--- src/rtl/dcr_div_cell.sv ---
// ----------------------------------------------------------------------------
// dcr_div_cell
// one restoring division step with a pipeline register and handshake
// ----------------------------------------------------------------------------
module dcr_div_cell #(
    parameter int NW  = 30,
    parameter int DW  = 32,
    parameter int SBW = 8
) (
    input  logic           i_clk,
    input  logic           i_rst_n,
    input  logic           i_valid,
    output logic           o_ready,
    input  logic [NW-1:0]  i_nq,
    input  logic [DW-1:0]  i_rem,
    input  logic [DW-1:0]  i_den,
    input  logic [SBW-1:0] i_sb,
    output logic           o_valid,
    input  logic           i_ready,
    output logic [NW-1:0]  o_nq,
    output logic [DW-1:0]  o_rem,
    output logic [DW-1:0]  o_den,
    output logic [SBW-1:0] o_sb
);

    logic           r_v;
    logic [NW-1:0]  r_nq;
    logic [DW-1:0]  r_rem;
    logic [DW-1:0]  r_den;
    logic [SBW-1:0] r_sb;

    logic [DW:0]    w_trial;
    logic [DW:0]    w_diff;
    logic           w_ge;
    logic [NW-1:0]  n_nq;
    logic [DW-1:0]  n_rem;

    // trial subtract of the divisor from the shifted remainder
    always_comb begin
        w_trial = {i_rem, i_nq[NW-1]};
        w_diff  = w_trial - {1'b0, i_den};
        w_ge    = (w_trial >= {1'b0, i_den});
        n_rem   = w_ge ? w_diff[DW-1:0] : w_trial[DW-1:0];
        n_nq    = {i_nq[NW-2:0], w_ge};
    end

    assign o_ready = !r_v || i_ready;

    // valid bit
    always_ff @(posedge i_clk) begin
        if (!i_rst_n) begin
            r_v <= 1'b0;
        end else if (o_ready) begin
            r_v <= i_valid;
        end
    end

    // payload
    always_ff @(posedge i_clk) begin
        if (o_ready && i_valid) begin
            r_nq  <= n_nq;
            r_rem <= n_rem;
            r_den <= i_den;
            r_sb  <= i_sb;
        end
    end

    assign o_valid = r_v;
    assign o_nq    = r_nq;
    assign o_rem   = r_rem;
    assign o_den   = r_den;
    assign o_sb    = r_sb;

endmodule

--- src/rtl/dcr_div.sv ---
// ----------------------------------------------------------------------------
// dcr_div
// pipelined unsigned divider, a row of one-bit division cells
// ----------------------------------------------------------------------------
module dcr_div #(
    parameter int NW  = 30,
    parameter int DW  = 32,
    parameter int SBW = 8
) (
    input  logic           i_clk,
    input  logic           i_rst_n,
    input  logic           i_valid,
    output logic           o_ready,
    input  logic [NW-1:0]  i_num,
    input  logic [DW-1:0]  i_den,
    input  logic [SBW-1:0] i_sb,
    output logic           o_valid,
    input  logic           i_ready,
    output logic [NW-1:0]  o_quo,
    output logic [DW-1:0]  o_rem,
    output logic [SBW-1:0] o_sb
);

    logic           w_v   [0:NW];
    logic           w_rdy [0:NW];
    logic [NW-1:0]  w_nq  [0:NW];
    logic [DW-1:0]  w_rem [0:NW];
    logic [DW-1:0]  w_den [0:NW];
    logic [SBW-1:0] w_sb  [0:NW];

    // chain head
    assign w_v[0]   = i_valid;
    assign o_ready  = w_rdy[0];
    assign w_nq[0]  = i_num;
    assign w_rem[0] = '0;
    assign w_den[0] = i_den;
    assign w_sb[0]  = i_sb;

    // one cell per quotient bit, numerator shifts out as quotient shifts in
    for (genvar g = 0; g < NW; g++) begin : g_cell
        dcr_div_cell #(
            .NW  (NW),
            .DW  (DW),
            .SBW (SBW)
        ) u_cell (
            .i_clk   (i_clk),
            .i_rst_n (i_rst_n),
            .i_valid (w_v[g]),
            .o_ready (w_rdy[g]),
            .i_nq    (w_nq[g]),
            .i_rem   (w_rem[g]),
            .i_den   (w_den[g]),
            .i_sb    (w_sb[g]),
            .o_valid (w_v[g+1]),
            .i_ready (w_rdy[g+1]),
            .o_nq    (w_nq[g+1]),
            .o_rem   (w_rem[g+1]),
            .o_den   (w_den[g+1]),
            .o_sb    (w_sb[g+1])
        );
    end

    // chain tail
    assign w_rdy[NW] = i_ready;
    assign o_valid   = w_v[NW];
    assign o_quo     = w_nq[NW];
    assign o_rem     = w_rem[NW];
    assign o_sb      = w_sb[NW];

endmodule

--- config.mk ---
export PLATFORM = sky130hd
export DESIGN_NAME = dcr_div
export DESIGN_NICKNAME = d
export VERILOG_FILES = /design/src/rtl/dcr_div_cell.sv /design/src/rtl/dcr_div.sv
export SDC_FILE = /design/constraint.sdc
export NUM_CORES = 2
export LEC_CHECK = 0
export BUFFER_PORTS_ARGS = -buffer_cell sky130_fd_sc_hd__buf_4
export CORE_MARGIN = 2
export CORE_UTILIZATION = 55
export CTS_CLUSTER_DIAMETER = 150
export DETAILED_ROUTE_END_ITERATION = 8
export HOLD_SLACK_MARGIN = 0.06
export PLACE_DENSITY = 0.75
export SLEW_MARGIN = 10
export SYNTH_ARGS = -nofsm -noshare
export SYNTH_HDL_FRONTEND = slang
export SYNTH_SLANG_ARGS = --single-unit
--- constraint.sdc ---
create_clock -name i_clk -period 17.83 [get_ports i_clk]
set_input_delay 0.8915 -clock i_clk [delete_from_list [all_inputs] [get_ports i_clk]]
set_output_delay 0.8915 -clock i_clk [all_outputs]
set_load 0.01 [all_outputs]
==> flow_summary.yaml <==
run_status:
  status: "completed"
setup_path:
  r2r_setup_slack_ps: 12140
  critPathBufInv: 2
  r2r_end: "g_cell[0].u_cell.o_rem[6]$_SDFFCE_PP0P_"
  crit_required_ps: 16940
  crit_arrival_ps: 5610
  path_max_fanout: 6
  start_kind: "flop"
  cpLargestDelayFamily: "simple AND/OR/NAND/NOR gates"
  worstPathCellList: "and4b_1, and3_1, and2_1, nand2_1, nor4_2, nand2_1, nor3_2, buf_4, and4_1, nand3_1, buf_4"
  rr_worst_depth: 12
  timing.rr.start: "g_cell[28].u_cell.o_valid$_SDFFE_PN0P_"
  cpMaxStageDelayCell: "nor4_2"
  cpPeakStageDelay_ps: 900
  end_kind: "output port"
  critical_path_class: "flop to output port"
sta:
  grt_setup_unrepaired: "false"
  final.setup.tns_ps: 0
  setup_slack_ps: 11320
  maxSlewHeadroom: 0.142
  period_share: 0.365
  fmax_mhz: 154
  hold_viol: 0
  timing.final.max_slew_violations: 0
  finalCriticalPeriod_ps: 6510
  hold_slack_ps: 142
  worstMarginPinSlew_ps: 1270
  fin_skew_ps: 72.6
  finalSetupViolCount: 0
die:
  die_y_um: 527
  die_w_um: 527
  core_area_um2: 273000
  num_io_pins: 146
  initial_core_util: 0.552
  dieArea_um2: 278000
  rows: 192
clock_network:
  post-cts-setup-buffer-count: 0
  htree_levels: 5
  cts_tree: "built"
  clockRootBuffer: "clkbuf_16"
  cts_hold_buf: 0
  insertion_delay_ps: 930
  cts_buffers: 321
  cts_resized: 0
  cts.path.max_buffers: 4
  clkTransAtPathRegs_ps: 60
  cts_sinks: 3058
yosys:
  postSynthNetCount: 13086
  synth_warnings: 0
  synth_edf_count: 3028
  seq_area_frac_synth: 0.608
  ys_types: 89
  synth_top_area_share: 0.604
  ys.flop_type: "edfxtp_1"
  async_reset_ff_frac: 0
  synth_cells: 12053
  synthTopCellsByArea: "edfxtp_1 (60%), ha_1 (7.7%), inv_1 (3.0%), a21oi_1 (2.9%), o21ai_0 (2.6%)"
  synth_top_area_cell: "edfxtp_1"
  avgSynthCellArea_um2: 12.5
  syn_area_um2: 151000
  ys_ff_latch: 3058
grt:
  grt_pass1_vias: 92944
  grt_max_degree: 84
  met2_usage: 0.402
  grt_antenna_before_repair: 16
  grt-busiest-layer: "met2"
  grt_usage: 0.244
  grt_pass1_wl_mm: 533
  use_met1: 0.340
  grt_use_met3: 0.0351
  overflow: 0
min_path:
  worstHoldStart: "i_num[2]"
  min_path_type: "primary input to flop"
  hold_end: "g_cell[0].u_cell.o_nq[3]$_DFFE_PP_"
  hold-path-cell-count: 1
placed_design:
  place.port_buffers: 145
  placed_cells: 15666
  dpl.hpwl_mm: 259
  gp_congestion: 0.954
  place_ws_ps: 11730
power_and_ir_drop:
  leakage_nw: 64.0
  p_per_area_nw_per_um2: 89.7
  ir_drop_uv: 95.9
finish:
  area_growth_pct: 11.1
  layoutNonFillerInstCount: 16249
  drive_gt1_frac: 0.0922
  num-nets-final: 13433
drt:
  route.detailed.drc: 0
  via_per_inst: 5.89
  route.vias.total: 95635
  drtIter0Drc: 9476
  dr.pass1.iters: 6
  avgRoutedWirePerCell_um: 21.3
  detail-route-antenna-nets: 0
  drt-total-wl_mm: 346
flow_run:
  maxCapViolCount: 0
[layout make-up]
class / count / area [um^2]
antenna: 2 / 5.00
clock buffer: 374 / 8280
clock inverter: 207 / 2490
fill: 20690 / 106000
inverter: 1194 / 4480
multi-input combinational: 7592 / 54100
sequential: 3058 / 91500
tap: 3589 / 4490
timing repair buffer: 233 / 1750
[state kept, by name, indices dropped and copies added (netlist names)]
signal	cells
g_cell.u_cell.o_valid	30
g_cell.u_cell.o_nq	900
g_cell.u_cell.o_rem	960
g_cell.u_cell.o_den	928
g_cell.u_cell.o_sb	240
[kinds of logic after synthesis]
| kind of cell | share of synthesized area |
|---|---|
| buffers and inverters | 0.0355 |
| flip-flops | 0.608 |
| AND/OR/NAND/NOR | 0.0823 |
| adder cells (fa/ha/maj) | 0.0812 |
| multiplexers | 0.0256 |
| AO/OA/AOI/OAI | 0.126 |
| XOR/XNOR | 0.0417 |
[placed cells by master (no fill, tap or decap), types with 76 or more instances in the layout]
cell type,Yosys,final
nand3_1,171,171
clkbuf_16,0,323
nand4_1,120,120
a31oi_1,82,76
o21a_1,160,160
and3_1,102,101
a21oi_1,880,878
xnor2_1,434,434
nand2_1,749,749
nor2_1,659,657
buf_4,3,233
mux2_2,278,278
nor2b_1,137,118
ha_1,930,930
o21ai_0,771,770
nor3_1,161,160
inv_1,1194,1194
a21o_1,403,403
xor2_1,282,282
o21bai_1,98,98
edfxtp_1,3028,3028
o31ai_1,83,83
nand2b_1,172,172
[per-stage QoR]
step / power (mW) / instance area (um^2) / util
after global routing: 15.4 / 167000 / 0.613
after detailed placement: 8.34 / 156000 / 0.573
final: 15.0 / 167000 / 0.613
after CTS: 15.1 / 167000 / 0.613
after floorplan: 8.25 / 151000 / -
after global placement: 8.33 / 156000 / 0.573
[per-layer routing]
layer  vias to the layer above  share of wire
met5                         -        0.00016
met4                        10          0.027
met3                       613          0.062
met2                      3123           0.47
met1                     46553           0.44
li1                      45336              -
[worst reg2reg max path, delay by kind of cell (launching register included)]
kind                   cells  cell delay [ps]
and+or+nand+nor            8             3590
DFF                        1              460
buffers and inverters      3              940
AOI/OAI and AO/OA          1              130
[cells in the mapped netlist, drive strengths merged (53+ instances only)]
library cell	n
edfxtp	3028
inv	1194
ha	930
a21oi	880
o21ai	782
nand2	749
nor2	660
xnor2	434
a21o	403
mux2	305
xor2	282
nand2b	172
nand3	171
nor3	161
o21a	160
clkbuf	156
nor2b	137
nand4	120
and3	103
o21bai	98
o31ai	83
a31oi	82
or3	66
a211oi	63
a21boi	62
o211ai	54
buf	53
[power breakdown]
part / switching (mW) / internal, mW
Clock: 2.86 / 3.94
Combinational: 0.189 / 0.126
Sequential: 0.0257 / 7.85
[worst max-delay path by stage]
stage	start	slack [ps]	to	depth (start not counted)
2_1_floorplan	i_ready	7570	g_cell[1].u_cell.o_den[0]$_DFFE_PP_	9
4_1_cts	g_cell[28].u_cell.o_valid$_SDFFE_PN0P_	11360	o_ready	11
6_report	g_cell[28].u_cell.o_valid$_SDFFE_PN0P_	11320	o_ready	11
5_1_grt	g_cell[28].u_cell.o_valid$_SDFFE_PN0P_	11210	o_ready	11
3_3_place_gp	i_ready	11720	o_ready	12
3_5_place_dp	i_ready	11730	g_cell[0].u_cell.o_sb[4]$_DFFE_PP_	13
Power figures use the tool's default switching activity.
